<file path="config.mk">
export PLATFORM = sky130hd
export DESIGN_NAME = hsl_to_rgb_converter_top
export DESIGN_NICKNAME = d
export VERILOG_FILES = /design/src/rtl/core/hsl2rgb_pkg.sv /design/src/rtl/core/hsl2rgb_vm.sv /design/src/rtl/core/hsl2rgb_ramp.sv /design/src/rtl/core/hsl2rgb_byte.sv /design/src/rtl/core/hsl_to_rgb_converter_top.sv
export VERILOG_INCLUDE_DIRS = /design/src /design/src/rtl/core
export SDC_FILE = /design/constraint.sdc
export NUM_CORES = 2
export LEC_CHECK = 0
export ABC_AREA = 1
export BUFFER_PORTS_ARGS = -buffer_cell sky130_fd_sc_hd__buf_2
export CELL_PAD_IN_SITES_DETAIL_PLACEMENT = 1
export CELL_PAD_IN_SITES_GLOBAL_PLACEMENT = 1
export CORE_MARGIN = 2
export CORE_UTILIZATION = 46
export CTS_BUF_LIST = sky130_fd_sc_hd__clkbuf_2 sky130_fd_sc_hd__clkbuf_4 sky130_fd_sc_hd__clkbuf_8
export DETAILED_ROUTE_END_ITERATION = 8
export HOLD_SLACK_MARGIN = 0.03
export PLACE_DENSITY = 0.82
export SLEW_MARGIN = 30
export SYNTH_ARGS = -nofsm -noshare
export SYNTH_HDL_FRONTEND = slang
export SYNTH_SLANG_ARGS = --single-unit
</file>
<file path="constraint.sdc">
create_clock -name i_clk -period 11 [get_ports i_clk]
set_clock_uncertainty 0.15 [all_clocks]
set_input_delay 0 -clock i_clk [delete_from_list [all_inputs] [get_ports i_clk]]
set_output_delay 0 -clock i_clk [all_outputs]
set_load 0.05 [all_outputs]
</file>
<file path="src/rtl/core/hsl_to_rgb_converter_top_defines.svh">
// Assertion macros shared by the HSL to RGB converter RTL.
`ifndef HSL_TO_RGB_CONVERTER_TOP_DEFINES_SVH
`define HSL_TO_RGB_CONVERTER_TOP_DEFINES_SVH

// Same-cycle implication, disabled while reset is low.
`define HSL2RGB_ASSERT_IMP(lbl, clk, rst_n, ante, cons, msg) \
    lbl: assert property (@(posedge clk) disable iff (!rst_n) (ante) |-> (cons)) \
        else $error(msg);

// Next-cycle implication, disabled while reset is low.
`define HSL2RGB_ASSERT_NXT(lbl, clk, rst_n, ante, cons, msg) \
    lbl: assert property (@(posedge clk) disable iff (!rst_n) (ante) |=> (cons)) \
        else $error(msg);

`endif

</file>
<file path="src/rtl/core/hsl2rgb_pkg.sv">
// Shared constants and types for the HSL to RGB converter.
`timescale 1ns / 1ps

package hsl2rgb_pkg;

    localparam int FRAC_BITS_DEF = 16;
    localparam int HUE_BITS      = 16;
    localparam int HUE6_BITS     = HUE_BITS + 3;
    localparam int CH_BITS       = 8;
    localparam int STAGES        = 5;

    // Hue sextant; names give the channel at v and the one that ramps.
    typedef enum logic [2:0] {
        SX_R_G = 3'd0,
        SX_G_R = 3'd1,
        SX_G_B = 3'd2,
        SX_B_G = 3'd3,
        SX_B_R = 3'd4,
        SX_R_B = 3'd5
    } t_sextant;

    // Per-stage load enables.
    typedef struct packed {
        logic st5;
        logic st4;
        logic st3;
        logic st2;
        logic st1;
    } t_stage_en;

endpackage

</file>
<file path="src/rtl/core/hsl2rgb_vm.sv">
// Stages 1-2: clamp, l*s product, hue*6 split, then v, m and v-m.
`timescale 1ns / 1ps

module hsl2rgb_vm #(
    parameter int FRAC_BITS = hsl2rgb_pkg::FRAC_BITS_DEF
) (
    input  logic                                i_clk,
    input  hsl2rgb_pkg::t_stage_en              i_en,
    input  logic [hsl2rgb_pkg::HUE_BITS-1:0]    i_hue,
    input  logic [FRAC_BITS:0]                  i_saturation,
    input  logic [FRAC_BITS:0]                  i_lightness,
    output logic [2*FRAC_BITS:0]                o_v,
    output logic [2*FRAC_BITS:0]                o_m,
    output logic [2*FRAC_BITS:0]                o_d,
    output logic                                o_vzero,
    output hsl2rgb_pkg::t_sextant               o_sext,
    output logic [hsl2rgb_pkg::HUE_BITS-1:0]    o_frac,
    output logic [FRAC_BITS:0]                  o_light
);

    localparam int W   = 2 * FRAC_BITS + 1;
    localparam int H6W = hsl2rgb_pkg::HUE6_BITS;
    localparam logic [FRAC_BITS:0] ONE  = {1'b1, {FRAC_BITS{1'b0}}};
    localparam logic [FRAC_BITS:0] HALF = {2'b01, {(FRAC_BITS-1){1'b0}}};

    // stage 1
    logic [FRAC_BITS:0]                 n_s, n_l;
    logic [2*FRAC_BITS+1:0]             n_ls_full;
    logic [H6W-1:0]                     n_h6;
    logic [FRAC_BITS:0]                 r_s, r_l;
    logic [W-1:0]                       r_ls;
    logic                               r_low;
    hsl2rgb_pkg::t_sextant              r_sext;
    logic [hsl2rgb_pkg::HUE_BITS-1:0]   r_frac;

    // stage 2
    logic [W-1:0] n_lw, n_sc, n_t;
    logic [W-1:0] r_v, r_m, r_d;
    logic         r_vzero;
    hsl2rgb_pkg::t_sextant              r_sext2;
    logic [hsl2rgb_pkg::HUE_BITS-1:0]   r_frac2;
    logic [FRAC_BITS:0]                 r_l2;

    always_comb begin
        n_s       = (i_saturation > ONE) ? ONE : i_saturation;
        n_l       = (i_lightness > ONE) ? ONE : i_lightness;
        n_ls_full = (2*FRAC_BITS+2)'(n_s) * (2*FRAC_BITS+2)'(n_l);
        n_h6      = H6W'(i_hue) * H6W'(6);
    end

    always_ff @(posedge i_clk) begin
        if (i_en.st1) begin
            r_s    <= n_s;
            r_l    <= n_l;
            r_ls   <= n_ls_full[W-1:0];
            r_low  <= (n_l <= HALF);
            r_sext <= hsl2rgb_pkg::t_sextant'(n_h6[H6W-1:hsl2rgb_pkg::HUE_BITS]);
            r_frac <= n_h6[hsl2rgb_pkg::HUE_BITS-1:0];
        end
    end

    // v = l + t, m = l - t, with t = l*s at or below half lightness, else s*(1-l)
    always_comb begin
        n_lw = {r_l, {FRAC_BITS{1'b0}}};
        n_sc = {r_s, {FRAC_BITS{1'b0}}} - r_ls;
        n_t  = r_low ? r_ls : n_sc;
    end

    always_ff @(posedge i_clk) begin
        if (i_en.st2) begin
            r_v     <= n_lw + n_t;
            r_m     <= n_lw - n_t;
            r_d     <= {n_t[W-2:0], 1'b0};
            r_vzero <= ((n_lw + n_t) == '0);
            r_sext2 <= r_sext;
            r_frac2 <= r_frac;
            r_l2    <= r_l;
        end
    end

    assign o_v     = r_v;
    assign o_m     = r_m;
    assign o_d     = r_d;
    assign o_vzero = r_vzero;
    assign o_sext  = r_sext2;
    assign o_frac  = r_frac2;
    assign o_light = r_l2;

endmodule

</file>
<file path="src/rtl/core/hsl2rgb_ramp.sv">
// Stages 3-4: ramp product (v-m)*f, then ramp values and sextant select.
`timescale 1ns / 1ps

module hsl2rgb_ramp #(
    parameter int FRAC_BITS = hsl2rgb_pkg::FRAC_BITS_DEF
) (
    input  logic                                i_clk,
    input  hsl2rgb_pkg::t_stage_en              i_en,
    input  logic [2*FRAC_BITS:0]                i_v,
    input  logic [2*FRAC_BITS:0]                i_m,
    input  logic [2*FRAC_BITS:0]                i_d,
    input  logic                                i_vzero,
    input  hsl2rgb_pkg::t_sextant               i_sext,
    input  logic [hsl2rgb_pkg::HUE_BITS-1:0]    i_frac,
    input  logic [FRAC_BITS:0]                  i_light,
    output logic [2*FRAC_BITS:0]                o_red,
    output logic [2*FRAC_BITS:0]                o_green,
    output logic [2*FRAC_BITS:0]                o_blue
);

    localparam int W  = 2 * FRAC_BITS + 1;
    localparam int PW = W + hsl2rgb_pkg::HUE_BITS;

    logic [PW-1:0]          n_prod;
    logic [W-1:0]           r_vsf, r_v, r_m;
    logic                   r_vzero;
    hsl2rgb_pkg::t_sextant  r_sext;
    logic [FRAC_BITS:0]     r_l;

    logic [W-1:0] n_mid1, n_mid2, n_red, n_grn, n_blu;
    logic [W-1:0] r_red, r_grn, r_blu;

    assign n_prod = PW'(i_d) * PW'(i_frac);

    always_ff @(posedge i_clk) begin
        if (i_en.st3) begin
            r_vsf   <= n_prod[PW-1:hsl2rgb_pkg::HUE_BITS];
            r_v     <= i_v;
            r_m     <= i_m;
            r_vzero <= i_vzero;
            r_sext  <= i_sext;
            r_l     <= i_light;
        end
    end

    always_comb begin
        n_mid1 = r_m + r_vsf;
        n_mid2 = r_v - r_vsf;
        unique case (r_sext)
            hsl2rgb_pkg::SX_R_G: begin
                n_red = r_v;    n_grn = n_mid1; n_blu = r_m;
            end
            hsl2rgb_pkg::SX_G_R: begin
                n_red = n_mid2; n_grn = r_v;    n_blu = r_m;
            end
            hsl2rgb_pkg::SX_G_B: begin
                n_red = r_m;    n_grn = r_v;    n_blu = n_mid1;
            end
            hsl2rgb_pkg::SX_B_G: begin
                n_red = r_m;    n_grn = n_mid2; n_blu = r_v;
            end
            hsl2rgb_pkg::SX_B_R: begin
                n_red = n_mid1; n_grn = r_m;    n_blu = r_v;
            end
            hsl2rgb_pkg::SX_R_B: begin
                n_red = r_v;    n_grn = r_m;    n_blu = n_mid2;
            end
            default: begin
                n_red = r_v;    n_grn = r_m;    n_blu = n_mid2;
            end
        endcase
        // gray when v is zero
        if (r_vzero) begin
            n_red = {r_l, {FRAC_BITS{1'b0}}};
            n_grn = {r_l, {FRAC_BITS{1'b0}}};
            n_blu = {r_l, {FRAC_BITS{1'b0}}};
        end
    end

    always_ff @(posedge i_clk) begin
        if (i_en.st4) begin
            r_red <= n_red;
            r_grn <= n_grn;
            r_blu <= n_blu;
        end
    end

    assign o_red   = r_red;
    assign o_green = r_grn;
    assign o_blue  = r_blu;

endmodule

</file>
<file path="src/rtl/core/hsl2rgb_byte.sv">
// Stage 5: scale each channel by 255 and keep the integer byte.
`timescale 1ns / 1ps

module hsl2rgb_byte #(
    parameter int FRAC_BITS = hsl2rgb_pkg::FRAC_BITS_DEF
) (
    input  logic                                i_clk,
    input  hsl2rgb_pkg::t_stage_en              i_en,
    input  logic [2*FRAC_BITS:0]                i_red,
    input  logic [2*FRAC_BITS:0]                i_green,
    input  logic [2*FRAC_BITS:0]                i_blue,
    output logic [hsl2rgb_pkg::CH_BITS-1:0]     o_red,
    output logic [hsl2rgb_pkg::CH_BITS-1:0]     o_green,
    output logic [hsl2rgb_pkg::CH_BITS-1:0]     o_blue
);

    localparam int W  = 2 * FRAC_BITS + 1;
    localparam int CB = hsl2rgb_pkg::CH_BITS;

    logic [CB-1:0] r_red, r_grn, r_blu;

    // x*255 as (x << 8) - x, then floor by dropping the fraction bits
    function automatic logic [CB-1:0] to_byte(input logic [W-1:0] x);
        logic [W+CB-1:0] scaled;
        scaled  = {x, {CB{1'b0}}} - {{CB{1'b0}}, x};
        return scaled[2*FRAC_BITS+CB-1:2*FRAC_BITS];
    endfunction

    always_ff @(posedge i_clk) begin
        if (i_en.st5) begin
            r_red <= to_byte(i_red);
            r_grn <= to_byte(i_green);
            r_blu <= to_byte(i_blue);
        end
    end

    assign o_red   = r_red;
    assign o_green = r_grn;
    assign o_blue  = r_blu;

endmodule

</file>
<file path="src/rtl/core/hsl_to_rgb_converter_top.sv">
// HSL to RGB converter top level: a five-stage pipeline that takes one
// hue/saturation/lightness beat per clock while o_stall is low and returns one
// 8-bit red/green/blue beat for each, in order. Throughput is one beat per clock
// when the output is not stalled; each beat passes the five register stages
// (operand product, v/m, ramp product, sextant select, byte scaling).
// Each stage holds only while it is full and the stage after it cannot load,
// so empty slots close up under an output stall and input keeps flowing until
// all five stages are full. Saturation and lightness carry FRAC_BITS fraction
// bits and are clamped to one; hue is a 16-bit fraction of a turn.
`timescale 1ns / 1ps
`include "hsl_to_rgb_converter_top_defines.svh"

module hsl_to_rgb_converter_top #(
    parameter int FRAC_BITS = hsl2rgb_pkg::FRAC_BITS_DEF
) (
    input  logic                                i_clk,
    input  logic                                i_rst_n,
    input  logic                                i_valid,
    output logic                                o_stall,
    input  logic [hsl2rgb_pkg::HUE_BITS-1:0]    i_hue,
    input  logic [FRAC_BITS:0]                  i_saturation,
    input  logic [FRAC_BITS:0]                  i_lightness,
    output logic                                o_valid,
    input  logic                                i_stall,
    output logic [hsl2rgb_pkg::CH_BITS-1:0]     o_red,
    output logic [hsl2rgb_pkg::CH_BITS-1:0]     o_green,
    output logic [hsl2rgb_pkg::CH_BITS-1:0]     o_blue
);

    localparam int NS = hsl2rgb_pkg::STAGES;
    localparam int W  = 2 * FRAC_BITS + 1;

    logic [NS-1:0]          r_valid, n_valid, n_en;
    hsl2rgb_pkg::t_stage_en n_stage_en;

    logic [W-1:0]                       w_v, w_m, w_d;
    logic                               w_vzero;
    hsl2rgb_pkg::t_sextant              w_sext;
    logic [hsl2rgb_pkg::HUE_BITS-1:0]   w_frac;
    logic [FRAC_BITS:0]                 w_light;
    logic [W-1:0]                       w_red, w_grn, w_blu;

    // a stage loads when it is empty or the next stage loads
    always_comb begin
        n_en[NS-1] = !r_valid[NS-1] || !i_stall;
        for (int k = NS - 2; k >= 0; k--) begin
            n_en[k] = !r_valid[k] || n_en[k+1];
        end
        n_valid[0] = n_en[0] ? i_valid : r_valid[0];
        for (int k = 1; k < NS; k++) begin
            n_valid[k] = n_en[k] ? r_valid[k-1] : r_valid[k];
        end
    end

    assign n_stage_en = hsl2rgb_pkg::t_stage_en'(n_en);

    always_ff @(posedge i_clk) begin
        if (!i_rst_n) begin
            r_valid <= '0;
        end else begin
            r_valid <= n_valid;
        end
    end

    assign o_stall = !n_en[0];
    assign o_valid = r_valid[NS-1];

    hsl2rgb_vm #(
        .FRAC_BITS(FRAC_BITS)
    ) u_vm (
        .i_clk       (i_clk),
        .i_en        (n_stage_en),
        .i_hue       (i_hue),
        .i_saturation(i_saturation),
        .i_lightness (i_lightness),
        .o_v         (w_v),
        .o_m         (w_m),
        .o_d         (w_d),
        .o_vzero     (w_vzero),
        .o_sext      (w_sext),
        .o_frac      (w_frac),
        .o_light     (w_light)
    );

    hsl2rgb_ramp #(
        .FRAC_BITS(FRAC_BITS)
    ) u_ramp (
        .i_clk  (i_clk),
        .i_en   (n_stage_en),
        .i_v    (w_v),
        .i_m    (w_m),
        .i_d    (w_d),
        .i_vzero(w_vzero),
        .i_sext (w_sext),
        .i_frac (w_frac),
        .i_light(w_light),
        .o_red  (w_red),
        .o_green(w_grn),
        .o_blue (w_blu)
    );

    hsl2rgb_byte #(
        .FRAC_BITS(FRAC_BITS)
    ) u_byte (
        .i_clk  (i_clk),
        .i_en   (n_stage_en),
        .i_red  (w_red),
        .i_green(w_grn),
        .i_blue (w_blu),
        .o_red  (o_red),
        .o_green(o_green),
        .o_blue (o_blue)
    );

    `HSL2RGB_ASSERT_IMP(a_empty_out_no_stall, i_clk, i_rst_n, !r_valid[NS-1], !o_stall, "input stalled with empty output stage")
    `HSL2RGB_ASSERT_IMP(a_full_stall, i_clk, i_rst_n, (&r_valid) && i_stall, o_stall, "input taken while pipeline full and output stalled")
    `HSL2RGB_ASSERT_NXT(a_accept_lands, i_clk, i_rst_n, i_valid && !o_stall, r_valid[0], "accepted beat missing from first stage")

endmodule
</file>
# Word level (Yosys, flattened, before mapping)
# Index checks and enable logic that the tools add are counted.
[totals]
output_inout_bits = 26
reg_bits = 468
word_cells = 78
inputBits = 54
[op_classes]
n_reduce_logical = 18
n_mul = 3
n_addsub = 8
mux = 9
eq_ne = 4
magnitude_cmp = 3
[op_table]
columns = ["cell", "count"]
rows = [
  ["$pmux 33 s3", 3],
  ["$mux 33", 4],
  ["$sub 40x33->40", 3],
  ["$sub 33x33->33", 3],
  ["$add 33x33->33", 2],
  ["$mul 32x15->47", 1],
  ["$gt 17x17->1 const B", 2],
  ["$mux 17", 2],
  ["$logic_not 33->1", 1],
  ["$mul 17x17->33", 1],
  ["$mul 16x2->18 const B", 1],
  ["$le 17x16->1 const B", 1],
  ["$reduce_or 2->1", 4],
  ["$logic_not 1->1", 7],
  ["$eq 3x2->1 const B", 2],
  ["$logic_or 1x1->1", 5],
  ["$eq 3x1->1 const B", 1],
  ["$eq 3x3->1 const B", 1],
  ["$logic_not 3->1", 1],
]

# Logic depth before layout (Yosys ltp)
[depth]
ltp_word = 7
ltp_mapped = 34
ltp_nobuf = 33

# Modules after synthesis
# A second synthesis with hierarchy kept.
[unflattened]
hier_cells = 8105
area_unflattened_um2 = 59933.7
[by_module_without_submodules]
columns = ["module", "area_per_inst_um2", "cells_per_inst", "n_inst", "seq_area_each_um2"]
rows = [
  ["hsl2rgb_ramp", 32282.2, 4390, 1, 6576.3],
  ["hsl2rgb_vm", 20871.3, 2401, 1, 6095.8],
  ["hsl2rgb_byte", 6558.8, 1292, 1, 720.7],
  ["hsl_to_rgb_converter_top", 221.5, 22, 1, 100.1],
]

# Worst setup path before layout
# OpenSTA, ideal clock, no wires.
[synth_timing]
kind = "register to register"
startpoint = "register r_valid[4]"
endpoint = "register u_vm.r_frac[10] in the netlist's numbering, enable pin"
path_stages_with_launch = 10
synth_period_minus_slack_ns = 11.700
required_ns = 10.412
setup_time_ns = 0.438
path_buffers = 0
arrival_time_ns = 11.111
slack_ns = -0.700
path_cell_list = "dfxtp_1 -> nand2_1 -> nor2_1 -> inv_1 -> nor2_1 -> inv_1 -> nor2_1 -> inv_1 -> nor2_1 -> inv_1"
[synth_via]
elab_chain_cells = 6
[synth_rtl]
columns = ["item", "line", "source"]
rows = [
  ["start, declared", "hsl_to_rgb_converter_top.sv:33", "logic [NS-1:0] r_valid, n_valid, n_en;"],
  ["start signal, assigned", "hsl_to_rgb_converter_top.sv:61", "r_valid <= n_valid;"],
  ["$logic_not 1->1", "hsl_to_rgb_converter_top.sv:45", "n_en[NS-1] = !r_valid[NS-1] || !i_stall;"],
  ["$logic_or 1x1->1", "hsl_to_rgb_converter_top.sv:45", ""],
  ["named net n_en[4]", "hsl_to_rgb_converter_top.sv:33", ""],
  ["$logic_or 1x1->1", "hsl_to_rgb_converter_top.sv:47", "n_en[k] = !r_valid[k] || n_en[k+1];"],
  ["named net n_en[3]", "hsl_to_rgb_converter_top.sv:33", ""],
  ["$logic_or 1x1->1", "hsl_to_rgb_converter_top.sv:47", ""],
  ["named net n_en[2]", "hsl_to_rgb_converter_top.sv:33", ""],
  ["$logic_or 1x1->1", "hsl_to_rgb_converter_top.sv:47", ""],
  ["named net n_en[1]", "hsl_to_rgb_converter_top.sv:33", ""],
  ["$logic_or 1x1->1", "hsl_to_rgb_converter_top.sv:47", ""],
  ["end signal, assigned", "hsl2rgb_vm.sv:58", "r_frac <= n_h6[hsl2rgb_pkg::HUE_BITS-1:0];"],
  ["end, declared", "hsl2rgb_vm.sv:34", "logic [hsl2rgb_pkg::HUE_BITS-1:0] r_frac;"],
]
# The timed path passes the listed nets, and every way through them passes these cells.
# A chain may end at the register's enable or synchronous reset.

# Worst setup path in the final report
[layout_timing]
startpoint = "input i_lightness[12]"
endpoint = "register u_vm.r_ls[25], data pin"
[layout_via]
elab_chain_cells = 3
[layout_rtl]
columns = ["item", "line", "source"]
rows = [
  ["start, declared", "hsl_to_rgb_converter_top.sv:22", "input logic [FRAC_BITS:0] i_lightness,"],
  ["$gt 17x17->1", "hsl2rgb_vm.sv:46", "n_l = (i_lightness > ONE) ? ONE : i_lightness;"],
  ["$mux 17", "hsl2rgb_vm.sv:46", ""],
  ["named net u_vm.n_l[5]", "hsl2rgb_vm.sv:27", "logic [FRAC_BITS:0] n_s, n_l;"],
  ["$mul 17x17->33", "hsl2rgb_vm.sv:47", "n_ls_full = (2*FRAC_BITS+2)'(n_s) * (2*FRAC_BITS+2)'(n_l);"],
  ["named net u_vm.n_ls_full[25]", "hsl2rgb_vm.sv:28", "logic [2*FRAC_BITS+1:0] n_ls_full;"],
  ["end signal, assigned", "hsl2rgb_vm.sv:55", "r_ls <= n_ls_full[W-1:0];"],
  ["end, declared", "hsl2rgb_vm.sv:31", "logic [W-1:0] r_ls;"],
]
# The timed path passes the listed nets, and every way through them passes these cells.

==> metrics <==
status=finished, final reports clean; Vias/cell=5.58; Syn Inst Count=6965; top_reg_cell synth=edfxtp_1; Hold Vio Cnt, Final=0; GRT Residual Overflow=0; area grow syn2layout=8.19%; Synth cell types=58; DP Area=56900 um2; Worst Setup EP=u_vm.r_ls[25]; Crit. End Element=flip-flop; Reg2Reg Launch Point=u_vm.o_v[6]; CP Data Required Time=11330 ps; die height=349 um; Reg-to-Reg End=u_ramp.r_vsf[18]; DR iter-0 viols=3723; Final #Nets=8157; detailed-route via count=48402; Slew headroom=30.9%; Die Width=349 um; clock-pin slew on the worst setup and hold paths=60 ps; Synth Area in Compound Gates=7.79%; Total Routed Length=199000 um; Clk Tree Root Cell=clkbuf_8; CTS H-tree lvls=3; main combinational cell family by area after synthesis=adder cells; final instance area=59300 um2; share of layout cells above drive strength 1=5.13%; Mapped Nets=8050; slowest CP cell=dlygate4sd3_1; Final Max Tran Viols=0; Synth async-reset ratio=0%; wire per inst=23.0 um; TritonCTS clock tree=yes; slowest stage delay, CP=580 ps; cts repair resizes=0; cell with the most instances after synthesis=nand2_1; post-route antenna net violation count=0; cts hold-fix bufs=68; Core Region=118000 um2; WS Path Type=in2reg; adder-cell share of the synthesized area=31.9%; period utilisation layout=73.3%; Setup violations, final=0; Rows=126; drc violations=0; # IOs=80; Synth Register Bits=450; Worst-Skew Late Latency=760 ps; worst hold start=i_lightness[6]; synthesized area=54800 um2; initial antenna violation count=13; postcts setup bufs=0; Synth top area share=24.4%; HPWL after DPL=162000 um; vias in the first global route=52328; worst hold path type=in2reg; Setup TNS Final=0 ps; length in cells of the worst reg-to-reg path=18; CTS Sinks=450; first-pass GRT wire length=307000 um; crit path from=i_lightness[12]; total global-route track usage=33.0%; crit path max fanout=14; GPL Wtd Cong=0.993; post-synthesis average cell area=7.87 um2; Die ar.=122000 um2; Initial Util=46.4%; largest net degree at the start of global routing=83; synth cell count leaders=nand2_1 (1853), inv_1 (1414), fa_1 (614); minimum clock period=8060 ps; TritonCTS Buffers=82; register area share after synthesis=24.6%; Yosys warning count=0; Synth Area in Simple Gates=22.4%; fmax=124 MHz; CP arrival=8400 ps; Synth Area in XOR/XNOR=2.08%; R2R Setup Slk=4250 ps; mux contribution to synthesized area=0%; most used cell, CP=inv_1; RSZ-0062 raised after global routing=no; Post-synth EDFFs=445; filler cell count=14602; CP Launch Type=primary input; top cells by area, synth=edfxtp_1 (24%), fa_1 (22%), nand2_1 (13%); Least-Margin Pin Slew=1040 ps; max cap viols=0; CTS max path bufs=3; DR pass1 iterations=7; port buffer count=79; Synth area leader=edfxtp_1
==> cells by family (layout without fill, tap and decap cells) <==
group / Yosys count / after routing
and+or+nand+nor: 2980 / 2980
buffers and inverters: 1616 / 1790
adders and majority gates: 1031 / 1031
AOI/OAI and AO/OA: 758 / 758
DFF: 450 / 450
xor gates and xnor gates: 130 / 130
other: 0 / 3
==> per-layer routing <==
metal / GRT usage (%) / vias to the layer above / wire length (um)
met5: 0 / - / 27
met3: 4.35 / 455 / 10900
met1: 40.5 / 24315 / 79900
met2: 57.3 / 1609 / 97600
li1: - / 22019 / -
met4: 15.4 / 4 / 10800
==> worst min path at each step <==
stage	end	slack (ps)	depth (start not counted)
2_1_floorplan	u_vm.r_frac[1]	-50	0
3_3_place_gp	u_vm.r_frac[1]	60	1
3_5_place_dp	u_vm.r_frac[1]	60	1
4_1_cts	u_vm.r_l[12]	30	6
5_1_grt	u_vm.r_l[16]	80	2
6_report	u_vm.r_l[12]	100	6
==> worst max-delay path: cells and delay by family <==
| kind | cells | cell delay (ps) |
|---|---|---|
| xor gates and xnor gates | 1 | 130 |
| AOI/OAI and AO/OA | 3 | 900 |
| buffers and inverters | 12 | 2440 |
| and+or+nand+nor | 8 | 1710 |
| adders and majority gates | 7 | 3190 |
==> state kept, by name, indices dropped and copies added, names as in the netlist, 16 cells and up <==
signal,count
u_ramp.o_green,33
u_vm.o_v,32
u_vm.r_ls,33
u_ramp.o_blue,33
u_ramp.r_m,33
u_ramp.r_v,32
u_vm.r_l,17
u_vm.o_light,17
u_vm.r_s,17
u_ramp.o_red,33
u_ramp.r_vsf,33
u_vm.o_m,33
u_vm.o_d,16
u_ramp.r_l,17
==> area by class of cell <==
type                            instances  area [um2]  share of cell area (%)
Clock inverter                         55         460                   0.776
Multi-Input combinational cell       4899       35200                    59.4
Tap cell                             1536        1920                    3.24
Sequential cell                       450       13500                    22.7
Antenna cell                            3        7.51                  0.0127
Clock buffer                           96        1240                    2.09
Timing Repair Buffer                  202        1550                    2.62
Inverter                             1437        5400                    9.11
==> cells in the final DEF (no fill, tap or decap), types with 24 or more instances in the layout <==
cell type / netlist / layout
a21o_1: 26 / 26
a21oi_1: 364 / 364
a221oi_1: 24 / 24
a31oi_1: 25 / 25
buf_2: 31 / 79
buf_4: 3 / 49
clkbuf_8: 0 / 83
clkinv_1: 6 / 25
dlygate4sd3_1: 0 / 68
edfxtp_1: 445 / 445
fa_1: 614 / 614
ha_1: 417 / 417
inv_1: 1414 / 1410
nand2_1: 1853 / 1852
nand3_1: 312 / 312
nand3b_1: 26 / 26
nand4_1: 67 / 67
nor2_1: 554 / 550
nor3_1: 62 / 62
o21ai_0: 199 / 199
xnor2_1: 37 / 37
xor2_1: 93 / 93
==> metrics by stage <==
stage	utilization, %	instances	hold WS [ps]	worst slack (ps)
floorplan	-	6965	-51.1	231
global route	50.2	8678	84.8	2660
finish	50.2	8678	98.1	2940
detailed placement	48.2	8454	62.6	3630
global placement	48.1	8451	55.6	3840
CTS	50.2	8673	33.6	3340
Power is not shown: default switching activity piles up to over one toggle a cycle in this logic, so the estimate is an artifact.
